<file path="config.mk">
export PLATFORM = sky130hd
export DESIGN_NAME = lowest_free_block_allocator
export DESIGN_NICKNAME = d
export VERILOG_FILES = /design/src/lfba_pkg.sv /design/src/lowest_free_block_allocator.sv /design/src/lfba_row_store.sv
export SDC_FILE = /design/constraint.sdc
export NUM_CORES = 1
export LEC_CHECK = 0
export BUFFER_PORTS_ARGS = -buffer_cell sky130_fd_sc_hd__clkbuf_2
export CAP_MARGIN = 20
export CORE_UTILIZATION = 58
export CTS_BUF_LIST = sky130_fd_sc_hd__clkbuf_8
export CTS_CLUSTER_DIAMETER = 100
export DETAILED_ROUTE_END_ITERATION = 8
export HOLD_SLACK_MARGIN = 0.15
export PLACE_DENSITY_LB_ADDON = 0.2
export RECOVER_POWER = 25
export SLEW_MARGIN = 40
export SYNTH_ARGS = -nofsm -noshare
export SYNTH_HDL_FRONTEND = slang
export SYNTH_SLANG_ARGS = --single-unit
</file>
<file path="constraint.sdc">
create_clock -name clk -period 2.9 [get_ports clk]
set_input_delay 0.145 -clock clk [delete_from_list [all_inputs] [get_ports clk]]
set_output_delay 0.145 -clock clk [all_outputs]
set_load 0.05 [all_outputs]
</file>
<file path="src/lfba_pkg.sv">
`timescale 1ns / 1ps
// Shared constants, types and codes for the lowest-free block allocator.
package lfba_pkg;

  localparam int NUM_BLOCKS = 64;
  localparam int IDX_W      = 6;
  localparam int CNT_W      = 7;
  localparam int ROW_W      = 8;
  localparam int ROWS       = NUM_BLOCKS / ROW_W;
  localparam int ROW_AW     = $clog2(ROWS);
  localparam int BIT_AW     = $clog2(ROW_W);

  typedef enum logic [1:0] {
    OP_ALLOC = 2'd0,
    OP_FREE  = 2'd1,
    OP_CHECK = 2'd2,
    OP_NOP   = 2'd3
  } op_t;

  typedef enum logic [1:0] {
    ST_OK         = 2'd0,
    ST_FULL       = 2'd1,
    ST_NOT_ALLOC  = 2'd2,
    ST_CHECK_FREE = 2'd3
  } status_t;

  typedef enum logic [1:0] {
    S_IDLE,
    S_EXEC,
    S_SEARCH,
    S_FIND
  } state_t;

  typedef struct packed {
    logic              en;
    logic [ROW_AW-1:0] addr;
    logic [ROW_W-1:0]  data;
  } row_wr_t;

  typedef struct packed {
    logic              en;
    logic [ROW_AW-1:0] addr;
  } row_rd_t;

endpackage

</file>
<file path="src/lowest_free_block_allocator.sv">
`timescale 1ns / 1ps
// Lowest-free block allocator: bitmap of used blocks held in a row memory.
// One word at a time: free, check, no-op and pool-full allocate words give their result
// after a row read, a granting allocate after row read, write back, read of the lowest
// non-full row and bit search, or after the write back when it takes the last free
// block. A new word is taken only once the last one has given its result, even while a
// result waits unsent. Synchronous reset clears all control state and row valid flags.
module lowest_free_block_allocator
  import lfba_pkg::*;
(
  input  logic             clk,
  input  logic             rst,
  input  logic             in_valid,
  output logic             in_stall,
  input  logic [1:0]       operation,
  input  logic [IDX_W-1:0] block_index,
  output logic             out_valid,
  input  logic             out_stall,
  output logic [1:0]       status,
  output logic [IDX_W-1:0] granted_index,
  output logic [CNT_W-1:0] allocated_count,
  output logic             has_free
);

  state_t            state, state_next;
  op_t               op_q;
  logic [IDX_W-1:0]  idx_q;
  logic [IDX_W-1:0]  grant_q, grant_next;
  logic [ROW_AW-1:0] row_q;
  logic [IDX_W-1:0]  hint, hint_next;
  logic [CNT_W-1:0]  count, count_next;
  logic              free_avail, free_next;

  row_wr_t           wr;
  row_rd_t           rd;
  logic [ROW_W-1:0]  rd_data;
  logic [ROWS-1:0]   row_full;

  logic              out_free;
  logic              load;
  status_t           res_status;
  logic [IDX_W-1:0]  res_grant;

  logic              srch_any;
  logic [ROW_AW-1:0] srch_row;
  logic [BIT_AW-1:0] zero_bit;
  logic              cur_bit;

  lfba_row_store u_store (
    .clk      (clk),
    .rst      (rst),
    .wr       (wr),
    .rd       (rd),
    .rd_data  (rd_data),
    .row_full (row_full)
  );

  assign out_free = !out_valid || !out_stall;
  assign in_stall = (state != S_IDLE);
  assign cur_bit  = rd_data[idx_q[BIT_AW-1:0]];

  // Lowest row that still has a free block.
  always_comb begin
    srch_any = 1'b0;
    srch_row = '0;
    for (int i = ROWS - 1; i >= 0; i--) begin
      if (!row_full[i]) begin
        srch_any = 1'b1;
        srch_row = ROW_AW'(i);
      end
    end
  end

  // Lowest free block within the row just read.
  always_comb begin
    zero_bit = '0;
    for (int i = ROW_W - 1; i >= 0; i--) begin
      if (!rd_data[i]) begin
        zero_bit = BIT_AW'(i);
      end
    end
  end

  always_comb begin
    state_next = state;
    unique case (state)
      S_IDLE: begin
        if (in_valid) state_next = S_EXEC;
      end
      S_EXEC: begin
        if (out_free) begin
          if (op_q == OP_ALLOC && free_avail) state_next = S_SEARCH;
          else state_next = S_IDLE;
        end
      end
      S_SEARCH: begin
        if (srch_any) state_next = S_FIND;
        else if (out_free) state_next = S_IDLE;
      end
      S_FIND: begin
        if (out_free) state_next = S_IDLE;
      end
      default: state_next = S_IDLE;
    endcase
  end

  always_comb begin
    wr         = '0;
    rd         = '0;
    hint_next  = hint;
    count_next = count;
    free_next  = free_avail;
    grant_next = grant_q;
    load       = 1'b0;
    res_status = ST_OK;
    res_grant  = '0;
    unique case (state)
      S_IDLE: begin
        if (in_valid) begin
          rd.en   = 1'b1;
          rd.addr = (op_t'(operation) == OP_ALLOC) ? hint[BIT_AW +: ROW_AW]
                                                   : block_index[BIT_AW +: ROW_AW];
        end
      end
      S_EXEC: begin
        if (out_free) begin
          unique case (op_q)
            OP_ALLOC: begin
              if (!free_avail) begin
                load       = 1'b1;
                res_status = ST_FULL;
              end else begin
                wr.en      = 1'b1;
                wr.addr    = hint[BIT_AW +: ROW_AW];
                wr.data    = rd_data | (ROW_W'(1) << hint[BIT_AW-1:0]);
                count_next = count + CNT_W'(1);
                grant_next = hint;
              end
            end
            OP_FREE: begin
              load = 1'b1;
              if (cur_bit) begin
                wr.en   = 1'b1;
                wr.addr = idx_q[BIT_AW +: ROW_AW];
                wr.data = rd_data & ~(ROW_W'(1) << idx_q[BIT_AW-1:0]);
                if (count != '0) count_next = count - CNT_W'(1);
                if (!free_avail || idx_q < hint) hint_next = idx_q;
                free_next = 1'b1;
              end else begin
                res_status = ST_NOT_ALLOC;
              end
            end
            OP_CHECK: begin
              load       = 1'b1;
              res_status = cur_bit ? ST_OK : ST_CHECK_FREE;
            end
            OP_NOP: begin
              load = 1'b1;
            end
            default: ;
          endcase
        end
      end
      S_SEARCH: begin
        if (srch_any) begin
          rd.en   = 1'b1;
          rd.addr = srch_row;
        end else if (out_free) begin
          // The last free block was just granted.
          free_next = 1'b0;
          hint_next = '0;
          load      = 1'b1;
          res_grant = grant_q;
        end
      end
      S_FIND: begin
        if (out_free) begin
          hint_next = {row_q, zero_bit};
          load      = 1'b1;
          res_grant = grant_q;
        end
      end
      default: ;
    endcase
  end

  always_ff @(posedge clk) begin
    if (rst) begin
      state      <= S_IDLE;
      hint       <= '0;
      count      <= '0;
      free_avail <= 1'b1;
      out_valid  <= 1'b0;
    end else begin
      state      <= state_next;
      hint       <= hint_next;
      count      <= count_next;
      free_avail <= free_next;
      if (load) out_valid <= 1'b1;
      else if (!out_stall) out_valid <= 1'b0;
    end
  end

  always_ff @(posedge clk) begin
    if (state == S_IDLE && in_valid) begin
      op_q  <= op_t'(operation);
      idx_q <= block_index;
    end
    grant_q <= grant_next;
    if (state == S_SEARCH) row_q <= srch_row;
    if (load) begin
      status          <= res_status;
      granted_index   <= res_grant;
      allocated_count <= count_next;
      has_free        <= free_next;
    end
  end

endmodule

</file>
<file path="src/lfba_row_store.sv">
`timescale 1ns / 1ps
// Used-map row memory with per-row valid and full flags.
module lfba_row_store
  import lfba_pkg::*;
(
  input  logic             clk,
  input  logic             rst,
  input  row_wr_t          wr,
  input  row_rd_t          rd,
  output logic [ROW_W-1:0] rd_data,
  output logic [ROWS-1:0]  row_full
);

  logic [ROW_W-1:0] mem [ROWS];
  logic [ROW_W-1:0] rd_raw;
  logic [ROWS-1:0]  row_valid;
  logic             rd_hit;

  always_ff @(posedge clk) begin
    if (wr.en) begin
      mem[wr.addr] <= wr.data;
    end
    if (rd.en) begin
      rd_raw <= mem[rd.addr];
    end
  end

  // A row never written since reset reads as all free.
  always_ff @(posedge clk) begin
    if (rst) begin
      row_valid <= '0;
      row_full  <= '0;
      rd_hit    <= 1'b0;
    end else begin
      if (wr.en) begin
        row_valid[wr.addr] <= 1'b1;
        row_full[wr.addr]  <= &wr.data;
      end
      if (rd.en) begin
        rd_hit <= row_valid[rd.addr];
      end
    end
  end

  assign rd_data = rd_hit ? rd_raw : '0;

endmodule

</file>
== Yosys cells after proc, flatten, opt, wreduce, memory -nomap -nowiden ==
Memories as Yosys holds them, arrays and structs flattened. A register that Yosys moved wholly into a read port is not among the register bits.
Cells that the tools add are included.
W data, S select, Z words.

* Register bits: 67
* Memory bits (writable): 64
* Input port bits: 12
* Output and inout bits: 18
* Memories: 1

{| class="wikitable"
|+ Memory list
! memory !! words !! bits a word !! read ports !! clocked after Yosys merged registers in !! wr ports !! RTL line !! RTL
|-
| u_store.mem || 8 || 8 || 1 || 1 || 1 || lfba_row_store.sv:14 || <nowiki>logic [ROW_W-1:0] mem [ROWS];</nowiki>
|}

* Add/sub/neg operators: 2
* Order comparisons: 5
* Eq/ne operators: 15
* Shift operators: 2
* Muxes and demuxes: 84
* Bitwise logic cells: 4
* Reduce and logical (&&, ||, !) cells: 20

{| class="wikitable"
|+ Operators by type and width
! operator !! number
|-
| $mux W6 || 9
|-
| $mux W3 || 17
|-
| $mux W12 || 4
|-
| $mux W7 || 5
|-
| $mux W1 || 25
|-
| $pmux W12 S2 || 1
|-
| $pmux W6 S3 || 1
|-
| $ne A2 B2 Y1 const B || 8
|-
| $or A8 B8 Y8 || 2
|-
| $reduce_and A8 Y1 || 2
|-
| $shl A1 B3 Y8 const A || 2
|-
| $mux W2 || 7
|-
| $pmux W7 S2 || 1
|-
| $lt A3 B4 Y1 const B || 3
|-
| $pmux W6 S2 || 1
|-
| $and A8 B8 Y8 || 1
|-
| $bwmux W8 || 1
|-
| $eq A2 B2 Y1 const B || 4
|-
| $mux W4 || 2
|-
| $mux W8 || 1
|-
| $not A8 Y8 || 1
|-
| $pmux W2 S4 || 1
|-
| $pmux W4 S2 || 1
|-
| $add A7 B1 Y7 const B || 1
|-
| 20 further kinds || 31
|}

== Depth between registers and ports, before layout ==
Gate-level depths: netlist of the first run.

* Word-level depth: 12
* Depth in mapped cells: 11

== Hierarchy ==
From an unflattened synthesis of the first run, not the netlist that was laid out.

* Cell total of the unflattened synthesis: 525
* Area, all modules: 6495.0 um2

{| class="wikitable"
|+ By module, submodules not included
! module !! times used !! cells an instance !! area each (um2) !! seq. area each (um2)
|-
| lfba_row_store || 1 || 187 || 3418.3 || 2502.4
|-
| lowest_free_block_allocator || 1 || 338 || 3076.7 || 1331.3
|}

== Least setup slack after synthesis of the first run ==
OpenSTA, ideal clock, no wires.

* Path type: reg2reg
* Start point: register out_valid
* End point: memory u_store.mem[1][0], enable pin
* Setup time: 0.393 ns
* Data arrival time: 2.455 ns
* Data required time: 2.507 ns
* Path slack: 0.053 ns
* Stages on the path, launching flop included: 7
* Period minus slack after synthesis: 2.847 ns
* Cells stage by stage: dfxtp_1 nand2_1 and2_1 clkbuf_1 nand2b_1 o21a_1 nor3b_1

* Cells in the longest elaborated chain, start to end: 6

{| class="wikitable"
|+ Ends and longest elaborated chain
! what !! RTL line !! RTL
|-
| start, declared || lowest_free_block_allocator.sv:17 || <nowiki>output logic out_valid,</nowiki>
|-
| start signal, assigned || lowest_free_block_allocator.sv:193 || <nowiki>out_valid <= 1'b0;</nowiki>
|-
| start signal, assigned || lowest_free_block_allocator.sv:199 || <nowiki>if (load) out_valid <= 1'b1;</nowiki>
|-
| start signal, assigned || lowest_free_block_allocator.sv:200 || <nowiki>else if (!out_stall) out_valid <= 1'b0;</nowiki>
|-
| $logic_not A1 Y1 * || lowest_free_block_allocator.sv:58 || <nowiki>assign out_free = !out_valid || !out_stall;</nowiki>
|-
| $logic_or A1 B1 Y1 * || lowest_free_block_allocator.sv:58 ||
|-
| $mux W12 * || lowest_free_block_allocator.sv:126 || <nowiki>if (out_free) begin</nowiki>
|-
| $mux W12 * || lowest_free_block_allocator.sv:117 || <nowiki>unique case (state)</nowiki>
|-
| $mux W1 || lfba_row_store.sv:20 || <nowiki>if (wr.en) begin</nowiki>
|-
| $mux W1 (not written as such) || lfba_row_store.sv:21 || <nowiki>mem[wr.addr] <= wr.data;</nowiki>
|-
| end, declared || lfba_row_store.sv:14 ||
|}

Every way passes the cells marked *; elsewhere a longest branch is shown, timed or not.

== Final worst setup path of the first run ==
* Start point: register idx_q[0]
* End point: memory u_store.mem[2][0], enable pin

* Cells in the longest elaborated chain, start to end: 8

{| class="wikitable"
|+ Ends and longest elaborated chain
! what !! RTL line !! RTL
|-
| start, declared || lowest_free_block_allocator.sv:27 || <nowiki>logic [IDX_W-1:0] idx_q;</nowiki>
|-
| start signal, assigned || lowest_free_block_allocator.sv:207 || <nowiki>idx_q <= block_index;</nowiki>
|-
| $bmux W1 S3 * || lowest_free_block_allocator.sv:60 || <nowiki>assign cur_bit = rd_data[idx_q[BIT_AW-1:0]];</nowiki>
|-
| $mux W1 (not written as such) * || lowest_free_block_allocator.sv:60 ||
|-
| $mux W12 * || lowest_free_block_allocator.sv:142 || <nowiki>if (cur_bit) begin</nowiki>
|-
| $pmux W12 S2 * || lowest_free_block_allocator.sv:127 || <nowiki>unique case (op_q)</nowiki>
|-
| $mux W12 * || lowest_free_block_allocator.sv:126 ||
|-
| $mux W12 * || lowest_free_block_allocator.sv:117 ||
|-
| $mux W1 || lfba_row_store.sv:20 ||
|-
| $mux W1 (not written as such) || lfba_row_store.sv:21 ||
|}

Every way passes the cells marked *; elsewhere a longest branch is shown, timed or not. The select of a mux whose other input is x is not followed.

==> key figures, run 1 <==
Run status
  • Status: completed

Finish
  • Most common cell after layout, fill and taps aside: edfxtp_1
  • Most frequent cells in the layout: edfxtp_1, nand2_1, o21ai_0, a21oi_1, nor2_1
  • Fraction of layout cells with a size suffix above 1: 15.6%
  • FILL cells: 847
  • Antenna diode count: 0
  • Fin nets: 671
  • Multi-input logic area: 2560 um2
  • Area grow syn2layout: 14.7%
  • FF+latch area: 3830 um2

Die
  • Die ar.: 11800 um2
  • Core ar.: 10900 um2
  • Io pins: 30
  • Die Span Y: 109 um
  • Initial Util: 60.3%
  • Die X: 109 um
  • Cell Rows: 38

Global routing
  • GRT overflow: 0
  • Initial antenna violation count: 0
  • GR Util All Layers: 28.5%
  • Global-route wire length before repair: 24.3 mm
  • Vias in the first global route: 4607
  • Largest net degree at the start of global routing: 39

Clocking
  • Max H-tree Level: 4
  • Post-CTS Setup Bufs: 0
  • Root Buffer Master: clkbuf_8
  • Latest clock arrival within the worst-skew pair: 0.45 ns
  • Maximum root-to-sink buffer count: 2
  • Clk pin slew, worst setup/hold paths: 0.08 ns
  • Clock buffers created by TritonCTS: 17
  • CTS tree: built
  • CTS sink count: 139

Setup path
  • CP Max Fanout: 9
  • CP startpoint kind: flop
  • Flop2flop setup slack: 0.19 ns
  • R2r endpoint: u_store.mem[2][0]$_DFFE_PP_
  • Worst setup EP type: flop
  • Worst path arrival time: 2.83 ns
  • WS Path Type: reg2reg
  • R2R depth: 6
  • Reg-to-reg startpoint: idx_q[0]$_DFFE_PP_
  • Required @ worst endpoint: 3.03 ns

Place
  • Hpwl dp: 10.8 mm
  • Routability cong.: 0.916
  • Port Buffers: 29

Synthesis
  • FFs w/ async S/R, synth: 0%
  • EDFF count, synth: 105
  • Synth top area share: 47.9%
  • Sequential area share after synthesis: 58.2%
  • Top cells by area, synth: edfxtp_1, dfxtp_1, mux2i_1
  • Cell variety after synth: 62
  • Synthesized cell area: 6590 um2
  • Main flop type after synthesis: edfxtp_1
  • Synthesized instance count: 582
  • Mean Syn Cell Area: 11.3 um2
  • YS warnings: 0
  • Biggest area consumer among synthesized cells: edfxtp_1
  • Syn Nets: 607
  • #FFs+latches synth: 139

Power
  • Sw Share: 26.2%
  • Clk pwr share: 38.4%
  • Power per Cell Area: 575 nW/um2
  • Reg power frac: 51.3%
  • Max IR drop VDD: 641 uV
  • Comb power frac: 10.3%
  • Psw: 0.00114 W
  • P_int: 0.00320 W
  • Static Leak: 2.75 nW

STA
  • Max Clock Freq: 370 MHz
  • Tmin final: 2.71 ns
  • Period utilisation layout: 93.3%
  • Setup Skew: 0.00965 ns
  • Worst slew margin: 58.9%
  • Worst hold slack: 0.216 ns
  • Max-slew violation count: 0
  • Final setup violation count: 0
  • Final Hold Fails: 0
  • Slew @ Worst Pin: 0.616 ns
  • TNS Setup: 0 ns
  • RSZ-0062 raised after global routing: false

Detailed routing
  • DR vias: 4721
  • Drt drc: 0
  • Initial drt markers: 384
  • 1st-pass router iterations: 5
  • Drt total wl: 15.4 mm
  • Routed WL per cell: 19.3 um
  • Vias/cell: 5.91
  • Post-DRT Antenna Nets: 0

Min path
  • Worst hold path type: in2reg
  • Hold Startpoint: out_stall
  • Hold depth: 4
  • Worst Hold Endpoint: out_valid$_SDFFE_PP0P_

Run
  • MaxCap Viol Count: 0
metal layers:
metal / vias up / track usage [%] / routed length, um
met5: - / 0 / 0
met1: 2259 / 36.0 / 6900
li1: 2284 / - / -
met4: 0 / 12.5 / 346
met3: 28 / 6.93 / 761
met2: 150 / 46.3 / 7400
cell usage after synthesis, types with 2 or more instances:
library cell	n
a21oi_1	36
nor2_1	36
o211ai_1	12
a32oi_1	3
and2_1	11
nand4_1	4
a31oi_1	8
xnor2_1	3
mux2i_1	31
or2_2	4
o21a_1	6
edfxtp_1	105
nor4_1	2
nor4_2	2
buf_2	10
nand2_1	69
nand2b_1	5
nor3b_1	4
and3_1	2
o221ai_1	2
o31ai_1	4
mux2_2	16
ha_1	13
dfxtp_1	34
nor2b_1	3
nor3_1	12
inv_1	27
a32o_1	2
o21ai_0	38
clkbuf_1	14
a22oi_4	2
buf_6	2
o2bb2ai_1	2
a21o_1	4
or3_1	4
a21boi_0	2
a211oi_1	9
nand3_1	15
worst max-delay path, stage by stage, from the launching register on:
cell and delay [ns]:
edfxtp_1 0.52, or2_2 0.37, o221ai_2 0.21, a32o_2 0.37, o211a_4 0.23, or3b_1 0.38
inv_1 0.29
cells by family (layout without fill, tap and decap cells):
| kind of cell | count (synthesis) | after routing | synth area share, % |
|---|---|---|---|
| muxes | 47 | 47 | 7.44 |
| xor gates and xnor gates | 4 | 4 | 0.532 |
| AOI/OAI and AO/OA | 143 | 143 | 14.4 |
| buffers and inverters | 55 | 132 | 3.61 |
| adders and majority gates | 13 | 13 | 2.47 |
| DFF | 139 | 139 | 58.2 |
| and+or+nand+nor | 181 | 181 | 13.4 |
worst max path at each step:
stage	from	end	slack [ns]	cells after the start
floorplan	out_valid$_SDFFE_PP0P_	u_store.mem[1][0]$_DFFE_PP_	0.05	6
global placement	idx_q[0]$_DFFE_PP_	u_store.mem[2][1]$_DFFE_PP_	0.12	6
detailed placement	idx_q[0]$_DFFE_PP_	u_store.mem[2][1]$_DFFE_PP_	0.07	6
CTS	idx_q[0]$_DFFE_PP_	u_store.mem[2][3]$_DFFE_PP_	0.06	6
global route	idx_q[1]$_DFFE_PP_	u_store.mem[2][3]$_DFFE_PP_	0.04	8
finish	idx_q[0]$_DFFE_PP_	u_store.mem[2][0]$_DFFE_PP_	0.19	6
final cells by class:
type,count,area share [%]
Clock buffer,17,3.10
Multi-Input combinational cell,388,33.8
Sequential cell,139,50.8
Clock inverter,15,2.48
Timing Repair Buffer,73,6.16
Tap cell,140,2.32
Inverter,27,1.34
power by group through the flow:
stage	clock network, W	registers, W	logic (W)
3_5_place_dp	0	0.00227	0.000441
3_3_place_gp	0	0.00227	0.000436
4_1_cts	0.00168	0.00223	0.000451
5_1_grt	0.00176	0.00223	0.000488
6_report	0.00166	0.00223	0.000448
2_1_floorplan	0	0.00228	0.000287
registers in the layout (all words and copies together), names as in the netlist:
name               flops
u_store.rd_raw         8
has_free               1
free_avail             1
hint                   6
state                  2
u_store.mem           64
status                 2
op_q                   2
count                  7
allocated_count        7
granted_index          6
u_store.rd_hit         1
row_q                  3
u_store.row_full       8
grant_q                6
out_valid              1
idx_q                  6
u_store.row_valid      8
timing repair:
item | CTS | global route
endpoints found under the hold margin | 8 | 0
setup endpoints to repair | 0 | 39
hold buffers | 8 | 0
gates resized for setup | 0 | 2
through the flow:
| step | worst slack (ns) | instance area (um2) | instances | power [W] | util (%) |
|---|---|---|---|---|---|
| 6_report | 0.194 | 7550 | 799 | 0.00434 | 69.1 |
| 5_1_grt | 0.0443 | 7550 | 799 | 0.00448 | 69.1 |
| 4_1_cts | 0.0584 | 7590 | 799 | 0.00436 | 69.5 |
| 3_5_place_dp | 0.0684 | 7090 | 759 | 0.00271 | 64.9 |
| 3_3_place_gp | 0.120 | 7090 | 759 | 0.00271 | 64.9 |
| 2_1_floorplan | 0.0526 | 6590 | 582 | 0.00256 | - |
No activity file was read; power rests on OpenSTA's default activity.
==> inputs of run 2 (changes only) <==
--- a/config.mk
+++ b/config.mk
@@ -7,7 +7,7 @@
 export LEC_CHECK = 0
 export BUFFER_PORTS_ARGS = -buffer_cell sky130_fd_sc_hd__clkbuf_2
 export CAP_MARGIN = 20
-export CORE_UTILIZATION = 58
+export CORE_UTILIZATION = 45
 export CTS_BUF_LIST = sky130_fd_sc_hd__clkbuf_8
 export CTS_CLUSTER_DIAMETER = 100
 export DETAILED_ROUTE_END_ITERATION = 8
==> run 2 against run 1 <==
Net effect:
- utilization down 15 points
- critical path depth up 1
- non-clock buffer count up 6
- clock skew down 0.0014 ns
- setup slack worse by 0.0051 ns
- critical endpoint is now u_store.mem[2][5]$_DFFE_PP_
- routed wire length up 2.9%
- highest routed layer unchanged
- critical path type unchanged
- cell area up 0.65%
- flip-flop and latch count unchanged
- cell count up 5.8%
==> key figures, run 2 (synthesis gave the netlist of run 1 again) <==
Run status
  • Status: completed (unchanged)

Global routing
  • Vias in the first global route: 4722 (was 4607)
  • GR Util All Layers: 22.8% (was 28.5%)
  • Largest net degree at the start of global routing: 36 (was 39)
  • Initial antenna violation count: 0 (unchanged)
  • Global-route wire length before repair: 25.2 mm (was 24.3 mm)
  • GRT overflow: 0 (unchanged)

Power
  • Static Leak: 2.73 nW (was 2.75 nW)
  • Final Power: 0.00420 W (was 0.00434 W)
  • Max IR drop VDD: 355 uV (was 641 uV)
  • Power per Cell Area: 552 nW/um2 (was 575 nW/um2)

Place
  • Placement Setup Slack: 0.140 ns (was 0.0684 ns)
  • Hpwl dp: 11.3 mm (was 10.8 mm)
  • Routability cong.: 0.878 (was 0.916)
  • Port Buffers: 29 (unchanged)

STA
  • Slew @ Worst Pin: 0.653 ns (was 0.616 ns)
  • Max-slew violation count: 0 (unchanged)
  • Period utilisation layout: 93.5% (was 93.3%)
  • RSZ-0062 raised after global routing: false (unchanged)
  • Final setup violation count: 0 (unchanged)
  • Worst slew margin: 56.2% (was 58.9%)
  • Max Clock Freq: 369 MHz (was 370 MHz)
  • TNS Setup: 0 ns (unchanged)
  • Setup Skew: 0.00825 ns (was 0.00965 ns)
  • Final Hold Fails: 0 (unchanged)
  • Tmin final: 2.71 ns (about the same)
  • Worst setup margin: 0.189 ns (was 0.194 ns)
  • Worst hold slack: 0.232 ns (was 0.216 ns)

Finish
  • Antenna diode count: 0 (unchanged)
  • Biggest register: u_store.mem (unchanged)
  • Fraction of layout cells with a size suffix above 1: 15.5% (was 15.6%)
  • Most frequent cells in the layout: edfxtp_1, nand2_1, o21ai_0, a21oi_1, nor2_1 (unchanged)
  • Max FFs per register: 64 (unchanged)
  • Fin nets: 677 (was 671)
  • Most common cell after layout, fill and taps aside: edfxtp_1 (unchanged)
  • Area grow syn2layout: 15.4% (was 14.7%)

Setup path
  • CP startpoint kind: flop (unchanged)
  • Worst setup EP type: flop (unchanged)
  • Worst path top cell family by delay: simple AND/OR/NAND/NOR gates (was compound AO/OA/AOI/OAI gates)
  • Slowest CP cell: edfxtp_1 (unchanged)
  • CP Max Fanout: 9 (unchanged)
  • WS Path Type: reg2reg (unchanged)
  • Worst path arrival time: 2.86 ns (was 2.83 ns)
  • Required @ worst endpoint: 3.05 ns (was 3.03 ns)
  • CP Buf/Inv Count: 2 (was 1)
  • R2R depth: 7 (was 6)
  • Max incr delay on CP: 0.52 ns (about the same)
  • Cell count along the critical path: 7 (was 6)
  • Critical Path, Cell by Cell: or2_2 -> o221ai_2 -> a32o_1 -> buf_4 -> o211a_4 -> or3b_1 -> clkinvlp_4 (was or2_2 -> o221ai_2 -> a32o_2 -> o211a_4 -> or3b_1 -> inv_1)

Detailed routing
  • Initial drt markers: 362 (was 384)
  • Vias/cell: 5.69 (was 5.91)
  • Post-DRT Antenna Nets: 0 (unchanged)
  • Routed WL per cell: 18.8 um (was 19.3 um)
  • Drt total wl: 15.9 mm (was 15.4 mm)
  • Drt drc: 0 (unchanged)
  • DR vias: 4810 (was 4721)
  • 1st-pass router iterations: 5 (unchanged)

Die
  • Die X: 123 um (was 109 um)
  • Cell Rows: 43 (was 38)
  • Die Span Y: 123 um (was 109 um)
  • Die ar.: 15100 um2 (was 11800 um2)
  • Io pins: 30 (unchanged)
  • Core ar.: 14100 um2 (was 10900 um2)
  • Initial Util: 46.7% (was 60.3%)

Clocking
  • CTS sink count: 139 (unchanged)
  • CTS tree: built (unchanged)
  • Clk pin slew, worst setup/hold paths: 0.08 ns (about the same)
  • Root Buffer Master: clkbuf_8 (unchanged)
  • Max H-tree Level: 4 (unchanged)
  • Latest clock arrival within the worst-skew pair: 0.45 ns (about the same)
  • Maximum root-to-sink buffer count: 2 (unchanged)
  • Clock buffers created by TritonCTS: 17 (unchanged)
  • Post-CTS Setup Bufs: 0 (unchanged)

Run
  • MaxCap Viol Count: 0 (unchanged)

Min path
  • Hold depth: 4 (unchanged)
  • Worst hold path type: in2reg (unchanged)
run 2: timing repair:
action / in CTS / in global routing
resized for setup: 0 / 1
hold buffers: 8 / 0
endpoints found under the setup margin: 0 / 8
hold endpoints to repair: 8 / 0
run 2: where the power goes:
group / switching [W] / internal, W
clock: 0.000767 / 0.000760
sequential: 0.0000469 / 0.00218
combinational: 0.000291 / 0.000158
total: 0.00110 / 0.00310
run 2: worst paths after layout:
| check | startpoint | to | slack (ns) |
|---|---|---|---|
| worst max-delay path | idx_q[0]$_DFFE_PP_ | u_store.mem[2][5]$_DFFE_PP_ | 0.19 |
| worst max register to register | idx_q[0]$_DFFE_PP_ | u_store.mem[2][5]$_DFFE_PP_ | 0.19 |
| worst min register to register | u_store.row_valid[4]$_SDFFE_PP0P_ | u_store.row_valid[4]$_SDFFE_PP0P_ | 0.46 |
| worst min-delay path | out_stall | out_valid$_SDFFE_PP0P_ | 0.23 |
run 2: routing by layer:
layer  global-route usage, %  up-vias  part of all wire, %
li1                        -     2296                    -
met1                    28.0     2313                   44
met2                    38.4      166                   48
met3                    5.44       35                  5.6
met4                    9.34        0                  2.2
met5                       0        -                    0
run 2: final cells by class:
type                            count  area, um2
Inverter                           27        105
Clock inverter                     15        148
Clock buffer                       17        234
Multi-Input combinational cell    388       2550
Timing Repair Buffer               79        503
Tap cell                          180        225
Fill cell                        1263       6490
Sequential cell                   139       3830
run 2: tightest hold or removal path, cell delays in order:
cell	delay (ns)
clkbuf_2	0.11
nand2_1	0.17
o21a_1	0.16
nor2_1	0.07
run 2: metrics by stage:
step / cell area (um2) / utilization (%) / std cells
after detailed placement: 7190 / 51.0 / 805
after global placement: 7190 / 51.0 / 805
after floorplan: 6590 / - / 582
after global routing: 7600 / 53.9 / 845
final: 7600 / 53.9 / 845
after CTS: 7650 / 54.3 / 845
==> inputs of run 3 (changes only) <==
==> constraint.sdc (replaced) <==
create_clock -name clk -period 2.19 [get_ports clk]
set_input_delay 0.1095 -clock clk [delete_from_list [all_inputs] [get_ports clk]]
set_output_delay 0.1095 -clock clk [all_outputs]
set_load 0.05 [all_outputs]
==> run 3 against run 2 <==
Net effect:
- the run now ends with setup timing left
- clock power increased by 37%
- count of clock-buffer cells in the layout unchanged
- power increased by 42%
- sequential power increased by 32%
- setup slack got worse by 0.47 ns
- utilization increased by 9.7 points
- cell count increased by 12%
- largest power group unchanged
==> key figures, run 3 (synthesis gave the netlist of run 1 again) <==
Global routing
  • GRT overflow: 0 (unchanged)
  • Initial antenna violation count: 0 (unchanged)
  • Global-route wire length before repair: 27.7 mm (was 25.2 mm)
  • Largest net degree at the start of global routing: 28 (was 36)
  • Vias in the first global route: 5350 (was 4722)
  • GR Util All Layers: 24.8% (was 22.8%)

Setup path
  • WS Path Type: reg2reg (unchanged)
  • Worst setup EP type: flop (unchanged)
  • Max incr delay on CP: 0.41 ns (was 0.52 ns)
  • CP startpoint kind: flop (unchanged)
  • Flop2flop setup slack: -0.28 ns (was 0.19 ns)
  • Slowest CP cell: edfxtp_1 (unchanged)
  • Worst path top cell family by delay: buffers and inverters (was simple AND/OR/NAND/NOR gates)
  • Worst path arrival time: 2.62 ns (was 2.86 ns)
  • CP Buf/Inv Count: 4 (was 2)
  • CP Max Fanout: 6 (was 9)
  • R2r endpoint: u_store.mem[7][3]$_DFFE_PP_ (was u_store.mem[2][5]$_DFFE_PP_)
  • CP dominant cell by count: buf_4
  • Reg-to-reg startpoint: idx_q[1]$_DFFE_PP_ (was idx_q[0]$_DFFE_PP_)
  • Critical Path, Cell by Cell: buf_6 -> or2_4 -> o221ai_2 -> a32o_2 -> buf_12 -> a22oi_2 -> buf_4 -> nor4_4 -> buf_4 (was or2_2 -> o221ai_2 -> a32o_1 -> buf_4 -> o211a_4 -> or3b_1 -> clkinvlp_4)
  • Required @ worst endpoint: 2.34 ns (was 3.05 ns)
  • R2R depth: 9 (was 7)

Finish
  • Fin nets: 777 (was 677)
  • Max FFs per register: 64 (unchanged)
  • Antenna diode count: 0 (unchanged)
  • Fin area: 8970 um2 (was 7600 um2)
  • Fraction of layout cells with a size suffix above 1: 34.7% (was 15.5%)
  • Most frequent cells in the layout: edfxtp_1, buf_4, nand2_1 (was edfxtp_1, nand2_1, o21ai_0, a21oi_1, nor2_1)
  • Biggest register: u_store.mem (unchanged)
  • FILL cells: 1099 (was 1263)
  • Most common cell after layout, fill and taps aside: edfxtp_1 (unchanged)
  • Area grow syn2layout: 36.2% (was 15.4%)

Detailed routing
  • DR vias: 5333 (was 4810)
  • Routed WL per cell: 19.6 um (was 18.8 um)
  • Drt drc: 0 (unchanged)
  • Post-DRT Antenna Nets: 0 (unchanged)
  • Vias/cell: 5.65 (was 5.69)
  • 1st-pass router iterations: 5 (unchanged)
  • Drt total wl: 18.5 mm (was 15.9 mm)
  • Initial drt markers: 432 (was 362)

Die
  • Die ar.: 15100 um2 (unchanged)
  • Cell Rows: 43 (unchanged)
  • Io pins: 30 (unchanged)
  • Die Span Y: 123 um (unchanged)
  • Initial Util: 46.7% (unchanged)
  • Core ar.: 14100 um2 (unchanged)
  • Die X: 123 um (unchanged)

STA
  • Final Hold Fails: 0 (unchanged)
  • Setup Skew: 0.0118 ns (was 0.00825 ns)
  • Worst setup margin: -0.276 ns (was 0.189 ns)
  • TNS Setup: -17.29 ns (was 0 ns)
  • Worst slew margin: 58.7% (was 56.2%)
  • Max Clock Freq: 405 MHz (was 369 MHz)
  • RSZ-0062 raised after global routing: true (was false)
  • Final setup violation count: 99 (was 0)
  • Max-slew violation count: 0 (unchanged)
  • Period utilisation layout: 113% (was 93.5%)
  • Tmin final: 2.47 ns (was 2.71 ns)
  • Slew @ Worst Pin: 0.622 ns (was 0.653 ns)

Power
  • P_int: 0.00440 W (was 0.00310 W)
  • Comb power frac: 15.7% (was 10.7%)
  • Final Power: 0.00597 W (was 0.00420 W)
  • Reg power frac: 49.1% (was 53.0%)
  • Sw Share: 26.4% (was 26.3%)
  • Static Leak: 3.41 nW (was 2.73 nW)
  • Clk pwr share: 35.2% (was 36.3%)
  • Max IR drop VDD: 442 uV (was 355 uV)
  • Psw: 0.00157 W (was 0.00110 W)
  • Power per Cell Area: 666 nW/um2 (was 552 nW/um2)

Min path
  • Hold depth: 4 (unchanged)
  • Worst Hold Endpoint: free_avail$_SDFF_PP1_ (was out_valid$_SDFFE_PP0P_)
  • Hold Startpoint: rst (was out_stall)
  • Worst hold path type: in2reg (unchanged)

Run status
  • Failing checks: setup timing
  • Status: finished, violations left (was completed)

Place
  • Routability cong.: 0.882 (was 0.878)
  • Placed inst area: 7830 um2 (was 7190 um2)
  • Port Buffers: 29 (unchanged)
  • Hpwl dp: 12.3 mm (was 11.3 mm)

Clocking
  • Clk pin slew, worst setup/hold paths: 0.08 ns (about the same)
  • CTS sink count: 139 (unchanged)
  • Clock buffers created by TritonCTS: 17 (unchanged)
  • CTS tree: built (unchanged)
  • Latest clock arrival within the worst-skew pair: 0.44 ns (was 0.45 ns)
  • Root Buffer Master: clkbuf_8 (unchanged)
  • Maximum root-to-sink buffer count: 2 (unchanged)
  • Max H-tree Level: 4 (unchanged)

Run
  • MaxCap Viol Count: 0 (unchanged)
## run 3: changes by cell type in the layout (fill, tap and decap cells not counted), moves of 6 or more
cell | previous run | this run
buf_4 | 35 | 102
buf_6 | 0 | 24
a21oi_1 | 36 | 25
a21oi_2 | 0 | 8
o21ai_0 | 38 | 30
nor2_1 | 36 | 30
o21ai_1 | 0 | 6
## run 3: power by group through the flow
stage	combinational (W)	clock, W	sequential [W]
2_1_floorplan	0.000400	0	0.00302
3_3_place_gp	0.000734	0	0.00299
3_5_place_dp	0.000747	0	0.00299
4_1_cts	0.000833	0.00214	0.00293
5_1_grt	0.000997	0.00225	0.00294
6_report	0.000939	0.00210	0.00293
## run 3: worst min-delay path: cells and delay by family
family	cells	cell delay (ns)
simple gates	1	0.08
buf+inv	3	0.40
## run 3: through the flow
step / hold WS [ns] / utilization [%] / setup WS, ns / instances
2_1_floorplan: 0.208 / - / -0.317 / 582
3_3_place_gp: 0.302 / 55.6 / -0.270 / 874
3_5_place_dp: 0.307 / 55.6 / -0.361 / 874
4_1_cts: 0.159 / 61.2 / -0.207 / 931
5_1_grt: 0.207 / 63.6 / -0.408 / 944
6_report: 0.185 / 63.6 / -0.276 / 944
## run 3: worst max-delay path by stage
stage | from | end | slack (ns) | cells after the start
2_1_floorplan | idx_q[1]$_DFFE_PP_ | u_store.mem[2][0]$_DFFE_PP_ | -0.32 | 9
3_3_place_gp | idx_q[1]$_DFFE_PP_ | u_store.mem[2][7]$_DFFE_PP_ | -0.27 | 8
3_5_place_dp | idx_q[1]$_DFFE_PP_ | u_store.mem[2][0]$_DFFE_PP_ | -0.36 | 8
4_1_cts | idx_q[1]$_DFFE_PP_ | u_store.mem[1][2]$_DFFE_PP_ | -0.21 | 10
5_1_grt | idx_q[1]$_DFFE_PP_ | u_store.mem[7][1]$_DFFE_PP_ | -0.41 | 9
6_report | idx_q[1]$_DFFE_PP_ | u_store.mem[7][3]$_DFFE_PP_ | -0.28 | 9
## run 3: layout make-up
class                   instances  area [um2]  share of cell area (%)
repair buffers                179        1470                    16.4
multi-input cells             388        2920                    32.5
well taps                     180         225                    2.51
flip-flops and latches        139        3840                    42.8
clock buffers                  17         234                    2.61
inverters                      27         129                    1.44
clock inverters                14         156                    1.74
## run 3: layer usage
metal | vias up | routed length [um] | global-route usage, %
met4 | 0 | 561 | 10.9
met1 | 2604 | 7800 | 30.3
met3 | 39 | 896 | 4.06
met2 | 191 | 9270 | 43.1
met5 | - | 0 | 0
li1 | 2499 | - | -
## run 3: repair_timing
action,in CTS,in global routing
setup buffers,20,10
pin swaps,22,25
hold buffers,8,0
cloned,0,3
setup endpoints to repair,148,138
resized for setup,49,61
endpoints found under the hold margin,8,0
